## src/rtl/core/metronome_beat_controller_top_defines.svh

```systemverilog
`ifndef METRONOME_BEAT_CONTROLLER_TOP_DEFINES_SVH
`define METRONOME_BEAT_CONTROLLER_TOP_DEFINES_SVH

// same-cycle implication, checked outside reset
`define MBC_ASSERT_NOW(label, clk, rst_n, ante, cons, msg) \
    label: assert property (@(posedge clk) disable iff (!rst_n) (ante) |-> (cons)) \
        else $error(msg);

// next-cycle implication, checked outside reset
`define MBC_ASSERT_NEXT(label, clk, rst_n, ante, cons, msg) \
    label: assert property (@(posedge clk) disable iff (!rst_n) (ante) |=> (cons)) \
        else $error(msg);

`endif

```

## src/rtl/core/mbc_pkg.sv

```systemverilog
package mbc_pkg;

    localparam int TICK_HZ = 64;
    localparam int BPM_MIN_I = 40;
    localparam int NUM = TICK_HZ * 60;
    localparam int NUM_W = $clog2(NUM + 1);
    localparam int DCNT_W = $clog2(NUM_W + 1);
    localparam int PER_W = $clog2(NUM / BPM_MIN_I + 1);
    localparam int CNT_W = $clog2(NUM / BPM_MIN_I + 2);

    localparam logic [7:0] BPM_DEFAULT = 8'd120;
    localparam logic [7:0] BPM_MIN = 8'(BPM_MIN_I);
    localparam logic [7:0] BPM_MAX = 8'd209;
    localparam logic [7:0] BPM_WRAP = 8'(BPM_MIN_I - BPM_MIN_I % 10);
    localparam logic [3:0] DIGIT_TOP = 4'd9;
    localparam logic [3:0] ONES_DEFAULT = 4'(120 % 10);

    localparam logic [PER_W-1:0] PERIOD_RST = PER_W'(NUM / 120);
    localparam logic [7:0] PREM_RST = 8'(NUM % 120);

    typedef enum logic [3:0] {
        ACT_TICK       = 4'd0,
        ACT_ALARM_UP   = 4'd1,
        ACT_ALARM_LUP  = 4'd2,
        ACT_ALARM_LONG = 4'd3,
        ACT_LIGHT_UP   = 4'd4,
        ACT_LIGHT_LONG = 4'd5,
        ACT_TIMEOUT    = 4'd6,
        ACT_ACTIVATE   = 4'd7,
        ACT_RESIGN     = 4'd8
    } t_action;

    typedef enum logic [1:0] {
        RATE_1HZ  = 2'd0,
        RATE_4HZ  = 2'd1,
        RATE_8HZ  = 2'd2,
        RATE_FULL = 2'd3
    } t_rate;

    typedef enum logic [1:0] {
        BLANK_NONE = 2'd0,
        BLANK_TENS = 2'd1,
        BLANK_ONES = 2'd2
    } t_blank;

    typedef enum logic [1:0] {
        ST_IDLE,
        ST_START,
        ST_DIV,
        ST_BEAT
    } t_state;

    typedef struct packed {
        logic [3:0] action;
        logic       alarm_held;
    } t_in_item;

    typedef struct packed {
        logic       beat;
        logic       beep_now;
        logic       phase;
        logic [7:0] bpm_value;
        logic       beep_enabled;
        logic       running;
        logic       setting_mode;
        logic       editing_ones;
        logic [1:0] blank_digits;
        logic [1:0] tick_rate;
    } t_out_item;

    typedef struct packed {
        logic [7:0] bpm;
        logic       run;
        logic       beep;
        logic       set;
        logic       scroll;
        logic       flash;
        logic       ones;
        t_rate      rate;
    } t_mode;

    typedef struct packed {
        logic recalc;
        logic restart;
        logic tick_run;
    } t_ctl;

endpackage

```

## src/rtl/core/mbc_divider.sv

```systemverilog
module mbc_divider (
    input  logic                     i_clk,
    input  logic                     i_rst_n,
    input  logic                     i_start,
    input  logic [7:0]               i_bpm,
    output logic                     o_done,
    output logic [mbc_pkg::PER_W-1:0] o_period,
    output logic [7:0]               o_prem
);
    import mbc_pkg::*;

    logic              r_busy;
    logic [DCNT_W-1:0] r_cnt;
    logic [NUM_W-1:0]  r_dvd;
    logic [NUM_W-1:0]  r_quo;
    logic [7:0]        r_rem;
    logic [7:0]        r_dsr;
    logic              r_done;
    logic [PER_W-1:0]  r_period;
    logic [7:0]        r_prem;

    logic [8:0]       w_trial;
    logic             w_fit;
    logic [7:0]       n_rem;
    logic [NUM_W-1:0] n_quo;

    always_comb begin
        w_trial = {r_rem, r_dvd[NUM_W-1]};
        w_fit = w_trial >= {1'b0, r_dsr};
        n_rem = w_fit ? 8'(w_trial - {1'b0, r_dsr}) : w_trial[7:0];
        n_quo = {r_quo[NUM_W-2:0], w_fit};
    end

    always_ff @(posedge i_clk) begin
        if (!i_rst_n) begin
            r_busy   <= 1'b0;
            r_cnt    <= '0;
            r_done   <= 1'b0;
            r_period <= PERIOD_RST;
            r_prem   <= PREM_RST;
        end else begin
            r_done <= 1'b0;
            if (i_start) begin
                r_busy <= 1'b1;
                r_cnt  <= DCNT_W'(NUM_W);
                r_dvd  <= NUM_W'(NUM);
                r_quo  <= '0;
                r_rem  <= '0;
                r_dsr  <= i_bpm;
            end else if (r_busy) begin
                r_dvd <= {r_dvd[NUM_W-2:0], 1'b0};
                r_quo <= n_quo;
                r_rem <= n_rem;
                r_cnt <= r_cnt - 1'b1;
                if (r_cnt == DCNT_W'(1)) begin
                    r_busy   <= 1'b0;
                    r_done   <= 1'b1;
                    r_period <= n_quo[PER_W-1:0];
                    r_prem   <= n_rem;
                end
            end
        end
    end

    assign o_done   = r_done;
    assign o_period = r_period;
    assign o_prem   = r_prem;

endmodule

```

## src/rtl/core/mbc_event.sv

```systemverilog
module mbc_event (
    input  logic              i_clk,
    input  logic              i_rst_n,
    input  logic              i_load,
    input  mbc_pkg::t_in_item i_item,
    output mbc_pkg::t_mode    o_mode,
    output mbc_pkg::t_ctl     o_ctl
);
    import mbc_pkg::*;

    t_mode      r_mode;
    logic [3:0] r_ones_dig;
    t_ctl       r_ctl;

    t_mode      n_mode;
    logic [3:0] n_ones_dig;
    t_ctl       n_ctl;

    logic [8:0] w_tens_sum;
    logic [7:0] w_dstep_bpm;
    logic [3:0] w_dstep_ones;
    logic [7:0] w_inc_bpm;
    logic [3:0] w_inc_ones;
    logic [7:0] w_dec_bpm;
    logic [3:0] w_dec_ones;

    always_comb begin
        w_tens_sum = {1'b0, r_mode.bpm} + 9'd10;
        w_inc_bpm  = r_mode.bpm + 8'd1;
        w_inc_ones = (r_ones_dig == DIGIT_TOP) ? 4'd0 : r_ones_dig + 4'd1;
        w_dec_bpm  = r_mode.bpm - 8'd1;
        w_dec_ones = (r_ones_dig == 4'd0) ? DIGIT_TOP : r_ones_dig - 4'd1;
        if (!r_mode.ones) begin
            w_dstep_ones = r_ones_dig;
            if (w_tens_sum <= {1'b0, BPM_MAX}) begin
                w_dstep_bpm = w_tens_sum[7:0];
            end else begin
                w_dstep_bpm = BPM_WRAP + {4'd0, r_ones_dig};
            end
        end else if (r_ones_dig == DIGIT_TOP) begin
            w_dstep_bpm  = r_mode.bpm - {4'd0, DIGIT_TOP};
            w_dstep_ones = 4'd0;
        end else begin
            w_dstep_bpm  = w_inc_bpm;
            w_dstep_ones = w_inc_ones;
        end
    end

    always_comb begin
        n_mode     = r_mode;
        n_ones_dig = r_ones_dig;
        n_ctl      = '0;
        case (t_action'(i_item.action))
            ACT_TICK: begin
                n_ctl.tick_run = r_mode.run;
                if (r_mode.set) begin
                    if (r_mode.scroll) begin
                        if (i_item.alarm_held) begin
                            n_mode.bpm   = w_dstep_bpm;
                            n_ones_dig   = w_dstep_ones;
                            n_ctl.recalc = 1'b1;
                        end
                    end else begin
                        n_mode.flash = !r_mode.flash;
                    end
                end
            end
            ACT_ALARM_UP: begin
                if (r_mode.set) begin
                    if (r_mode.scroll) begin
                        n_mode.scroll = 1'b0;
                        n_mode.rate   = RATE_4HZ;
                    end else begin
                        n_mode.bpm   = w_dstep_bpm;
                        n_ones_dig   = w_dstep_ones;
                        n_ctl.recalc = 1'b1;
                    end
                end else if (r_mode.bpm < BPM_MAX) begin
                    n_mode.bpm   = w_inc_bpm;
                    n_ones_dig   = w_inc_ones;
                    n_ctl.recalc = 1'b1;
                end
            end
            ACT_ALARM_LUP: begin
                if (r_mode.set && r_mode.scroll) begin
                    n_mode.scroll = 1'b0;
                    n_mode.rate   = RATE_4HZ;
                end
            end
            ACT_ALARM_LONG: begin
                if (r_mode.set) begin
                    if (!r_mode.scroll) begin
                        n_mode.scroll = 1'b1;
                        n_mode.flash  = 1'b0;
                        n_mode.rate   = RATE_8HZ;
                    end
                end else begin
                    n_mode.set    = 1'b1;
                    n_mode.flash  = 1'b0;
                    n_mode.scroll = 1'b0;
                    n_mode.ones   = 1'b0;
                    n_mode.run    = 1'b0;
                    n_mode.rate   = RATE_4HZ;
                end
            end
            ACT_LIGHT_UP: begin
                if (r_mode.set) begin
                    if (!r_mode.ones) begin
                        n_mode.ones = 1'b1;
                    end else begin
                        n_mode.set    = 1'b0;
                        n_mode.run    = 1'b1;
                        n_mode.rate   = RATE_FULL;
                        n_ctl.restart = 1'b1;
                    end
                end else if (r_mode.bpm > BPM_MIN) begin
                    n_mode.bpm   = w_dec_bpm;
                    n_ones_dig   = w_dec_ones;
                    n_ctl.recalc = 1'b1;
                end
            end
            ACT_LIGHT_LONG: begin
                if (r_mode.set) begin
                    n_mode.bpm   = BPM_DEFAULT;
                    n_ones_dig   = ONES_DEFAULT;
                    n_mode.ones  = 1'b0;
                    n_ctl.recalc = 1'b1;
                end else begin
                    n_mode.beep = !r_mode.beep;
                end
            end
            ACT_TIMEOUT: begin
                if (r_mode.set) begin
                    n_mode.set    = 1'b0;
                    n_mode.run    = 1'b1;
                    n_mode.rate   = RATE_FULL;
                    n_ctl.restart = 1'b1;
                end
            end
            ACT_ACTIVATE: begin
                n_mode.beep   = 1'b0;
                n_mode.run    = 1'b1;
                n_mode.rate   = RATE_FULL;
                n_ctl.restart = 1'b1;
            end
            ACT_RESIGN: begin
                n_mode.run  = 1'b0;
                n_mode.rate = RATE_1HZ;
            end
            default: begin
            end
        endcase
    end

    always_ff @(posedge i_clk) begin
        if (!i_rst_n) begin
            r_mode.bpm    <= BPM_DEFAULT;
            r_mode.run    <= 1'b0;
            r_mode.beep   <= 1'b0;
            r_mode.set    <= 1'b0;
            r_mode.scroll <= 1'b0;
            r_mode.flash  <= 1'b0;
            r_mode.ones   <= 1'b0;
            r_mode.rate   <= RATE_1HZ;
            r_ones_dig    <= ONES_DEFAULT;
            r_ctl         <= '0;
        end else if (i_load) begin
            r_mode     <= n_mode;
            r_ones_dig <= n_ones_dig;
            r_ctl      <= n_ctl;
        end
    end

    assign o_mode = r_mode;
    assign o_ctl  = r_ctl;

endmodule

```

## src/rtl/core/mbc_beat.sv

```systemverilog
module mbc_beat (
    input  logic                      i_clk,
    input  logic                      i_rst_n,
    input  logic                      i_restart,
    input  logic                      i_step,
    input  logic                      i_tick,
    input  logic [7:0]                i_bpm,
    input  logic [mbc_pkg::PER_W-1:0] i_period,
    input  logic [7:0]                i_prem,
    output logic                      o_beat,
    output logic                      o_phase
);
    import mbc_pkg::*;

    logic [CNT_W-1:0] r_count;
    logic [7:0]       r_acc;
    logic             r_phase;
    logic             r_beat;

    logic [CNT_W-1:0] w_dec;
    logic             w_hit;
    logic [8:0]       w_sum;
    logic [8:0]       w_sub;
    logic             w_carry;
    logic [7:0]       n_acc;
    logic [CNT_W-1:0] n_count;

    always_comb begin
        w_dec   = (r_count != '0) ? r_count - 1'b1 : '0;
        w_hit   = (w_dec == '0);
        w_sum   = {1'b0, r_acc} + {1'b0, i_prem};
        w_carry = w_sum >= {1'b0, i_bpm};
        w_sub   = w_sum - {1'b0, i_bpm};
        if (!w_carry) begin
            n_acc = w_sum[7:0];
        end else if (w_sub >= {1'b0, i_bpm}) begin
            n_acc = '0;
        end else begin
            n_acc = w_sub[7:0];
        end
        n_count = CNT_W'(i_period) + CNT_W'(w_carry);
    end

    always_ff @(posedge i_clk) begin
        if (!i_rst_n) begin
            r_count <= '0;
            r_acc   <= '0;
            r_phase <= 1'b0;
            r_beat  <= 1'b0;
        end else if (i_restart) begin
            r_count <= CNT_W'(1);
            r_acc   <= '0;
            r_beat  <= 1'b0;
        end else if (i_step) begin
            r_beat <= i_tick && w_hit;
            if (i_tick) begin
                if (w_hit) begin
                    r_count <= n_count;
                    r_acc   <= n_acc;
                    r_phase <= !r_phase;
                end else begin
                    r_count <= w_dec;
                end
            end
        end
    end

    assign o_beat  = r_beat;
    assign o_phase = r_phase;

endmodule

```

## src/rtl/core/metronome_beat_controller_top.sv

```systemverilog
// Flow: an accepted item is registered in the event block, then ST_START;
// a bpm change adds a bit-serial divide in ST_DIV of NUM_W quotient bits
// (12 at TICK_HZ = 64), one bit per cycle; ST_BEAT loads the result when the
// output is not stalled. Input stalls until then, so items do not overlap.
// Reset: synchronous, active low; bpm 120, stopped, all mode flags clear.
`include "metronome_beat_controller_top_defines.svh"

module metronome_beat_controller_top (
    input  logic               i_clk,
    input  logic               i_rst_n,
    input  logic               i_in_valid,
    output logic               o_in_stall,
    input  mbc_pkg::t_in_item  i_in_data,
    output logic               o_out_valid,
    input  logic               i_out_stall,
    output mbc_pkg::t_out_item o_out_data
);
    import mbc_pkg::*;

    t_state    r_state;
    t_state    n_state;
    logic      r_out_valid;
    t_out_item r_out_data;

    logic             w_accept;
    logic             w_div_start;
    logic             w_restart;
    logic             w_step;
    logic             w_load;
    logic             w_div_done;
    logic [PER_W-1:0] w_period;
    logic [7:0]       w_prem;
    logic             w_beat;
    logic             w_phase;
    t_mode            w_mode;
    t_ctl             w_ctl;
    t_out_item        w_res;

    assign o_in_stall = (r_state != ST_IDLE);
    assign w_accept   = i_in_valid && !o_in_stall;

    mbc_event u_event (
        .i_clk   (i_clk),
        .i_rst_n (i_rst_n),
        .i_load  (w_accept),
        .i_item  (i_in_data),
        .o_mode  (w_mode),
        .o_ctl   (w_ctl)
    );

    mbc_divider u_divider (
        .i_clk    (i_clk),
        .i_rst_n  (i_rst_n),
        .i_start  (w_div_start),
        .i_bpm    (w_mode.bpm),
        .o_done   (w_div_done),
        .o_period (w_period),
        .o_prem   (w_prem)
    );

    mbc_beat u_beat (
        .i_clk     (i_clk),
        .i_rst_n   (i_rst_n),
        .i_restart (w_restart),
        .i_step    (w_step),
        .i_tick    (w_ctl.tick_run),
        .i_bpm     (w_mode.bpm),
        .i_period  (w_period),
        .i_prem    (w_prem),
        .o_beat    (w_beat),
        .o_phase   (w_phase)
    );

    always_comb begin
        n_state     = r_state;
        w_div_start = 1'b0;
        w_restart   = 1'b0;
        w_step      = 1'b0;
        w_load      = 1'b0;
        case (r_state)
            ST_IDLE: begin
                if (w_accept) begin
                    n_state = ST_START;
                end
            end
            ST_START: begin
                w_restart   = w_ctl.restart;
                w_div_start = w_ctl.recalc;
                w_step      = !w_ctl.recalc;
                n_state     = w_ctl.recalc ? ST_DIV : ST_BEAT;
            end
            ST_DIV: begin
                if (w_div_done) begin
                    w_step  = 1'b1;
                    n_state = ST_BEAT;
                end
            end
            ST_BEAT: begin
                if (!r_out_valid || !i_out_stall) begin
                    w_load  = 1'b1;
                    n_state = ST_IDLE;
                end
            end
            default: begin
                n_state = ST_IDLE;
            end
        endcase
    end

    always_comb begin
        w_res.beat         = w_beat;
        w_res.beep_now     = w_beat && w_mode.beep;
        w_res.phase        = w_phase;
        w_res.bpm_value    = w_mode.bpm;
        w_res.beep_enabled = w_mode.beep;
        w_res.running      = w_mode.run;
        w_res.setting_mode = w_mode.set;
        w_res.editing_ones = w_mode.ones;
        w_res.tick_rate    = w_mode.rate;
        if (w_mode.set && !w_mode.scroll && !w_mode.flash) begin
            w_res.blank_digits = w_mode.ones ? BLANK_ONES : BLANK_TENS;
        end else begin
            w_res.blank_digits = BLANK_NONE;
        end
    end

    always_ff @(posedge i_clk) begin
        if (!i_rst_n) begin
            r_state     <= ST_IDLE;
            r_out_valid <= 1'b0;
        end else begin
            r_state <= n_state;
            if (w_load) begin
                r_out_valid <= 1'b1;
            end else if (!i_out_stall) begin
                r_out_valid <= 1'b0;
            end
        end
    end

    always_ff @(posedge i_clk) begin
        if (w_load) begin
            r_out_data <= w_res;
        end
    end

    assign o_out_valid = r_out_valid;
    assign o_out_data  = r_out_data;

    `MBC_ASSERT_NOW(a_done_in_div, i_clk, i_rst_n, w_div_done, r_state == ST_DIV, "divide done outside wait")
    `MBC_ASSERT_NOW(a_bpm_range, i_clk, i_rst_n, o_out_valid, (o_out_data.bpm_value >= BPM_MIN) && (o_out_data.bpm_value <= BPM_MAX), "bpm out of range")
    `MBC_ASSERT_NOW(a_beat_running, i_clk, i_rst_n, o_out_valid && o_out_data.beat, o_out_data.running, "beat while stopped")
    `MBC_ASSERT_NEXT(a_accept_start, i_clk, i_rst_n, w_accept, r_state == ST_START && o_in_stall, "accepted item not started")

endmodule

```

## config.mk

```make
export PLATFORM = sky130hd
export DESIGN_NAME = metronome_beat_controller_top
export DESIGN_NICKNAME = d
export VERILOG_FILES = /design/src/rtl/core/mbc_pkg.sv /design/src/rtl/core/mbc_divider.sv /design/src/rtl/core/mbc_event.sv /design/src/rtl/core/mbc_beat.sv /design/src/rtl/core/metronome_beat_controller_top.sv
export VERILOG_INCLUDE_DIRS = /design/src /design/src/rtl/core
export SDC_FILE = /design/constraint.sdc
export NUM_CORES = 1
export LEC_CHECK = 0
export ABC_AREA = 1
export BUFFER_PORTS_ARGS = -buffer_cell sky130_fd_sc_hd__buf_2
export CAP_MARGIN = 20
export CORE_MARGIN = 10
export CORE_UTILIZATION = 55
export DETAILED_ROUTE_END_ITERATION = 12
export GPL_TIMING_DRIVEN = 0
export PLACE_DENSITY = 0.75
export SETUP_SLACK_MARGIN = 0.1
export SYNTH_ARGS = -nofsm -noshare
export SYNTH_HDL_FRONTEND = slang
export SYNTH_SLANG_ARGS = --single-unit
```

## constraint.sdc

```tcl
create_clock -name i_clk -period 3 [get_ports i_clk]
set_clock_uncertainty 0.1 [all_clocks]
set_input_delay 0.3 -clock i_clk [delete_from_list [all_inputs] [get_ports i_clk]]
set_output_delay 0.3 -clock i_clk [all_outputs]
set_load 0.03 [all_outputs]
```

=== Word level (Yosys, flattened, before mapping) ===
Cells that the tools add are included.

* Register bits: 109
* Input bits: 9
* Output and inout bits: 21
* Word-level logic and storage cells: 248

* Add/sub/neg operators: 13
* $lt $le $gt $ge: 6
* Equal/unequal tests: 35
* Mux-type cells: 100
* Bitwise logic cells: 4
* Reductions and logical operators: 51

{| class="wikitable"
|+ Operator list
! cell !! count
|-
| 8-bit 2-to-1 mux || 16
|-
| 4-bit 2-to-1 mux || 15
|-
| 1-bit 2-to-1 mux || 39
|-
| 8-bit case mux with 4 select lines || 1
|-
| 9-bit by 8-bit >= comparator with 1-bit output || 3
|-
| 2-bit by 1-bit inequality test with 1-bit output, second input constant || 13
|-
| 2-bit 2-to-1 mux || 12
|-
| 4-bit by 3-bit equality test with 1-bit output, second input constant || 4
|-
| 4-bit case mux with 4 select lines || 1
|-
| 7-bit 2-to-1 mux || 2
|-
| 2-bit case mux with 7 select lines || 1
|-
| 7-bit nonzero test || 2
|-
| 12-bit 2-to-1 mux || 1
|-
| 2-bit inequality test, second input constant || 6
|-
| 1-bit case mux with 3 select lines || 4
|-
| 3-bit AND reduction || 4
|-
| 2-bit nonzero test || 6
|-
| 10-bit AND reduction || 1
|-
| 2-bit AND reduction || 5
|-
| 5-bit AND reduction || 2
|-
| 8-bit by 4-bit adder with 9-bit output, second input constant || 1
|-
| 8-bit by 8-bit adder with 9-bit output || 1
|-
| 9-bit by 8-bit <= comparator with 1-bit output, second input constant || 1
|-
| 9-bit AND reduction || 1
|-
| other kinds (39) || 67
|}

=== Depth between registers and ports, before layout ===
* Depth in word-level cells: 8
* Gate-level depth with buffers: 23
* Depth with buffers taken out: 23

=== Hierarchy ===
From an unflattened synthesis, not the netlist that was laid out.

* Cell total of the unflattened synthesis: 1040
* Area total of the unflattened synthesis: 7544.7 µm²

{| class="wikitable"
|+ Modules (own cells, without submodules)
! module !! times used !! cells an instance !! area an instance (µm²) !! sequential area each (µm²)
|-
| mbc_event || 1 || 390 || 2334.7 || 460.4
|-
| mbc_divider || 1 || 254 || 2319.7 || 1201.2
|-
| mbc_beat || 1 || 329 || 2028.2 || 340.3
|-
| metronome_beat_controller_top || 1 || 67 || 862.1 || 630.6
|}

=== Worst setup path after synthesis ===
Ideal clock, no wire load.

* Kind: register -> register
* From: reg u_beat.r_acc[0]
* To: reg u_beat.r_acc[5]
* Library setup time: 66 ps
* Arrival time: 3120 ps
* Data required time: 2834 ps
* Path slack: -286 ps
* Stages on the path, launching flop included: 23
* Buffers on the path: 0
* Clock period less this slack: 3286 ps
* Cell sequence: dfxtp_1 -> ha_1 -> fa_1 -> nand3_1 -> nand2_1 -> a21oi_1 -> xor2_1 -> inv_1 -> ha_1 -> nand2_1 -> o21a_1 -> nand2_1 -> nand2_1 -> nand2_1 -> inv_1 -> ha_1 -> inv_1 -> nor2_1 -> nand4_1 -> nand3b_1 -> nor2_2 -> nand2_1 -> a21oi_2

* Cells in the longest elaborated chain, start to end: 5
* Elaborated cells on any way between the ends: 6
* Classes of those cells: add/sub: 2; order compare: 2; mux: 2

{| class="wikitable"
|+ RTL lines
! element !! line !! RTL
|-
| start: declaration || mbc_beat.sv:16 || <nowiki>logic [7:0] r_acc;</nowiki>
|-
| start signal: assignment || mbc_beat.sv:59 || <nowiki>r_acc <= n_acc;</nowiki>
|-
| 8-bit by 8-bit adder with 9-bit output (*) || mbc_beat.sv:31 || <nowiki>w_sum = {1'b0, r_acc} + {1'b0, i_prem};</nowiki>
|-
| 9-bit by 8-bit subtractor with 9-bit output || mbc_beat.sv:33 || <nowiki>w_sub = w_sum - {1'b0, i_bpm};</nowiki>
|-
| 9-bit by 8-bit >= comparator with 1-bit output || mbc_beat.sv:36 || <nowiki>end else if (w_sub >= {1'b0, i_bpm}) begin</nowiki>
|-
| 8-bit 2-to-1 mux || mbc_beat.sv:36 ||
|-
| 8-bit 2-to-1 mux (*) || mbc_beat.sv:34 || <nowiki>if (!w_carry) begin</nowiki>
|}

Every way passes the cells marked *; elsewhere a longest branch is shown, timed or not.
A chain may end at the register's enable or synchronous reset.

=== Final worst setup path ===
* From: reg u_divider.r_prem[0], in the netlist u_divider.o_prem[0]
* To: reg u_beat.r_acc[0]

* Cells in the longest elaborated chain, start to end: 5
* Elaborated cells on any way between the ends: 6
* Classes of those cells: add/sub: 2; order compare: 2; mux: 2

{| class="wikitable"
|+ RTL lines
! element !! line !! RTL
|-
| start: declaration || mbc_divider.sv:20 || <nowiki>logic [7:0] r_prem;</nowiki>
|-
| start signal: assignment || mbc_divider.sv:59 || <nowiki>r_prem <= n_rem;</nowiki>
|-
| 8-bit by 8-bit adder with 9-bit output (*) || mbc_beat.sv:31 ||
|-
| 9-bit by 8-bit subtractor with 9-bit output || mbc_beat.sv:33 ||
|-
| 9-bit by 8-bit >= comparator with 1-bit output || mbc_beat.sv:36 ||
|-
| 8-bit 2-to-1 mux || mbc_beat.sv:36 ||
|-
| 8-bit 2-to-1 mux (*) || mbc_beat.sv:34 ||
|}

Marks and branches as above.

==> impl_metrics.yaml <==
floorplanning:
  fp.dieArea_um2: 18100
  core_um2: 12700
  die_x_um: 135
  die_h_um: 135
  start_util_pct: 56.7
  ioPinCount: 30
  rows: 41
min_path:
  hp-class: "primary input to flip-flop"
  min_path_cells: 3
  hp-start: "i_out_stall"
sta:
  fin_ws_ps: -554
  worst_slew_pin_slew_ps: 758
  relSlewSlack_pct: 49.3
  whs_ps: 148
  hold_viol: 0
  finalSetupViolations: 15
  fin_crit_sh_pct: 118
  min_period_ps: 3550
  slew_violations: 0
  clock.fmax_mhz: 281
  rsz0062_at_grt: "yes"
logic_synthesis:
  ys_top_cells_by_count: "210 x nand2_1, 124 x inv_1, 95 x nor2_1"
  yosysSeqAreaShare_pct: 36.5
  synth_ff_type: "dfxtp_1"
  yosysTopAreaCellShare_pct: 18.7
  synthMuxAreaShare_pct: 0
  syn-instance-count: 962
  synth_xor_area_share_pct: 4.01
  syn_area_um2: 7210
  synth_simple_gate_area_share_pct: 25.6
  synth_edf_count: 45
  synth_most_common_cell: "nand2_1"
  synth.yosys.warnings: 0
  synth_area_per_cell_um2: 7.50
  yosysTopAreaCell: "edfxtp_1"
  synth_compound_area_share_pct: 14.9
  synth_top_family_by_area: "simple AND/OR/NAND/NOR gates"
  synth_adder_area_share_pct: 9.86
  synth_top_cells_by_area: "edfxtp_1 19%, dfxtp_1 18%, nand2_1 11%"
  synth_seq_cells: 109
  synth-async-reset-ratio_pct: 0
  synth_fp_nets: 1026
  yosys.cell_types.count: 52
setup_path:
  required_ps: 3190
  cp-startpoint: "u_divider.o_prem[0]"
  cp-end-kind: "flip-flop"
  reg2reg_slack_ps: -550
  worstRegToRegCells: 20
  path_cells: "ha_4 -> fa_2 -> nand3_2 -> nand2_4 -> xor2_1 -> ha_4 -> a21oi_1 -> o21a_1 -> buf_4 -> nand3_2 -> nand2_2 -> inv_2 -> ha_4 -> inv_2 -> nor2_1 -> nand4_1 -> nand3b_1 -> nor2_4 -> nand2_2 -> a21oi_2"
  max_stage_delay_ps: 390
  critical_path_class: "flip-flop to flip-flop"
  cp_top_family: "adder cells"
  crit_top_cell: "ha_4"
  cp_slowest_cell: "fa_2"
  crit_cells: 20
  critical_path.startpoint_type: "flip-flop"
  crit_arrival_ps: 3740
  critical_path_buf_inv_count: 3
  regToRegStartpoint: "u_divider.o_prem[0]"
  path_max_fanout: 8
global_routing:
  grt_pass1_wl_um: 30600
  antenna_found_initial: 0
  grt_max_degree: 22
  globalRouteOverflowTotal: 0
  gr-usage-all-layers_pct: 20.6
  grt_pass1_vias: 6227
route:
  wl_per_cell_um: 15.6
  wl_met2_um: 9040
  top_layer_used: "met4"
  drc: 0
  via_count: 6647
  drt_iter0_drc: 670
  viasPerCell: 5.49
  drt_pass1_iterations: 7
  ant_nets: 0
  wl_met1_um: 8410
  postRouteWirelength_um: 18900
  wl_met3_um: 1270
clock_tree:
  htree_num_levels: 3
  cts_buffer_depth: 2
  clockRootBuffer: "clkbuf_16"
  clock_latency_ps: 360
  cts_sinks: 109
  cts_tree: "done"
  holdBufCountCts: 0
  cts_made_buffers: 9
  clkTransAtPathRegs_ps: 80
pwr:
  intPower_w: 0.00261
  seq_power_share_pct: 42.6
  vdd_drop_max_v: 0.000299
  switchingPower_w: 0.00136
  p_per_area_nw_per_um2: 467
  p_comb_share_pct: 27.0
  p_leak_nw: 3.89
  clockPowerShare_pct: 30.4
  switching_share_pct: 34.2
placement:
  post-dp-hpwl_um: 13600
  globalplace.congestion: 0.943
  placed_area_um2: 7650
  io_buffers: 29
  post-place-ws_ps: -642
cells_and_area:
  nets: 1098
  drive_gt1_share_pct: 19.0
  antenna_cells: 0
  final_core_util_pct: 67.0
  area.growth.synth_to_final_pct: 18.1
  fin_area_um2: 8520
flow_run:
  cap_violations: 0
outcome:
  status: "complete, but fails checks"
  violations: "negative setup slack"
[flip-flops by register name (all words and copies together), names as in the netlist, 2 cells and up]
register	count
u_beat.r_count	7
u_divider.o_prem	8
u_divider.r_cnt	4
u_divider.r_dvd	4
u_divider.r_rem	8
u_event.o_ctl	3
u_event.o_mode	16
u_divider.r_dsr	8
r_state	2
u_beat.r_acc	8
u_event.r_ones_dig	4
u_divider.r_quo	6
u_divider.o_period	7
o_out_data	19
[cell usage in the layout, fill, tap and decap left out, types with 8 or more instances in the layout]
cell / count
nand2_1: 197
inv_1: 117
nor2_1: 93
a21oi_1: 79
dfxtp_1: 58
nand3_1: 57
o21ai_0: 51
edfxtp_1: 45
ha_1: 40
buf_2: 35
buf_4: 29
xor2_1: 23
inv_2: 17
nand2_2: 13
ha_4: 12
a21oi_2: 11
nor3_1: 10
nand4_1: 9
o211ai_1: 9
clkbuf_16: 9
clkbuf_1: 8
[metrics by stage]
stage | power (W) | instances | TNS (ps)
finish | 0.00397 | 1211 | -6570
CTS | 0.00393 | 1202 | -5080
global route | 0.00417 | 1211 | -9050
global placement | 0.00262 | 1163 | -5570
floorplan | 0.00241 | 962 | -1330
detailed placement | 0.00264 | 1164 | -6590
[routing by layer]
layer  vias up  global-route usage (%)
li1       3309                       -
met1      3079                    26.9
met2       241                    33.8
met3        18                    4.08
met4         0                    5.99
met5         -                       0
[area by class of cell]
cell class,count,area [um^2]
inverter,136,518
buffer,21,138
clock buffer,9,225
sequential,109,2640
fill,1092,4200
tap,172,215
multi-input combinational,696,4300
clock inverter,7,77.6
timing repair buffer,61,400
[power by group through the flow]
stage	logic, W	clock network [W]	registers, W
2_1_floorplan	0.000643	0	0.00177
3_3_place_gp	0.000895	0	0.00173
3_5_place_dp	0.000917	0	0.00173
4_1_cts	0.00101	0.00123	0.00169
5_1_grt	0.00119	0.00127	0.00170
6_report	0.00107	0.00121	0.00170
[worst reg2reg max path: cells and delay by family, from the launching register on]
kind,cells,cell delay (ps)
adder cells (fa/ha/maj),4,1060
buffers and inverters,3,210
XOR/XNOR,1,310
AND/OR/NAND/NOR,9,940
AO/OA/AOI/OAI,3,500
flip-flops,1,370
[final timing paths]
kind | to
max | u_beat.r_acc[0]
min | o_out_valid
max reg2reg | u_beat.r_acc[0]
min reg2reg | o_out_data[5]
[repair_timing]
action,in CTS,in global routing
setup endpoints to repair,15,15
pin swaps,28,35
resized for setup,38,32
buffers inserted,22,9
[kinds of logic after synthesis]
kind of cell,Yosys count
buffers and inverters,157
and+or+nand+nor,418
DFF,109
xor gates and xnor gates,33
adders and majority gates,55
AOI/OAI and AO/OA,190
Note: power is estimated with default switching activity, not from simulation.
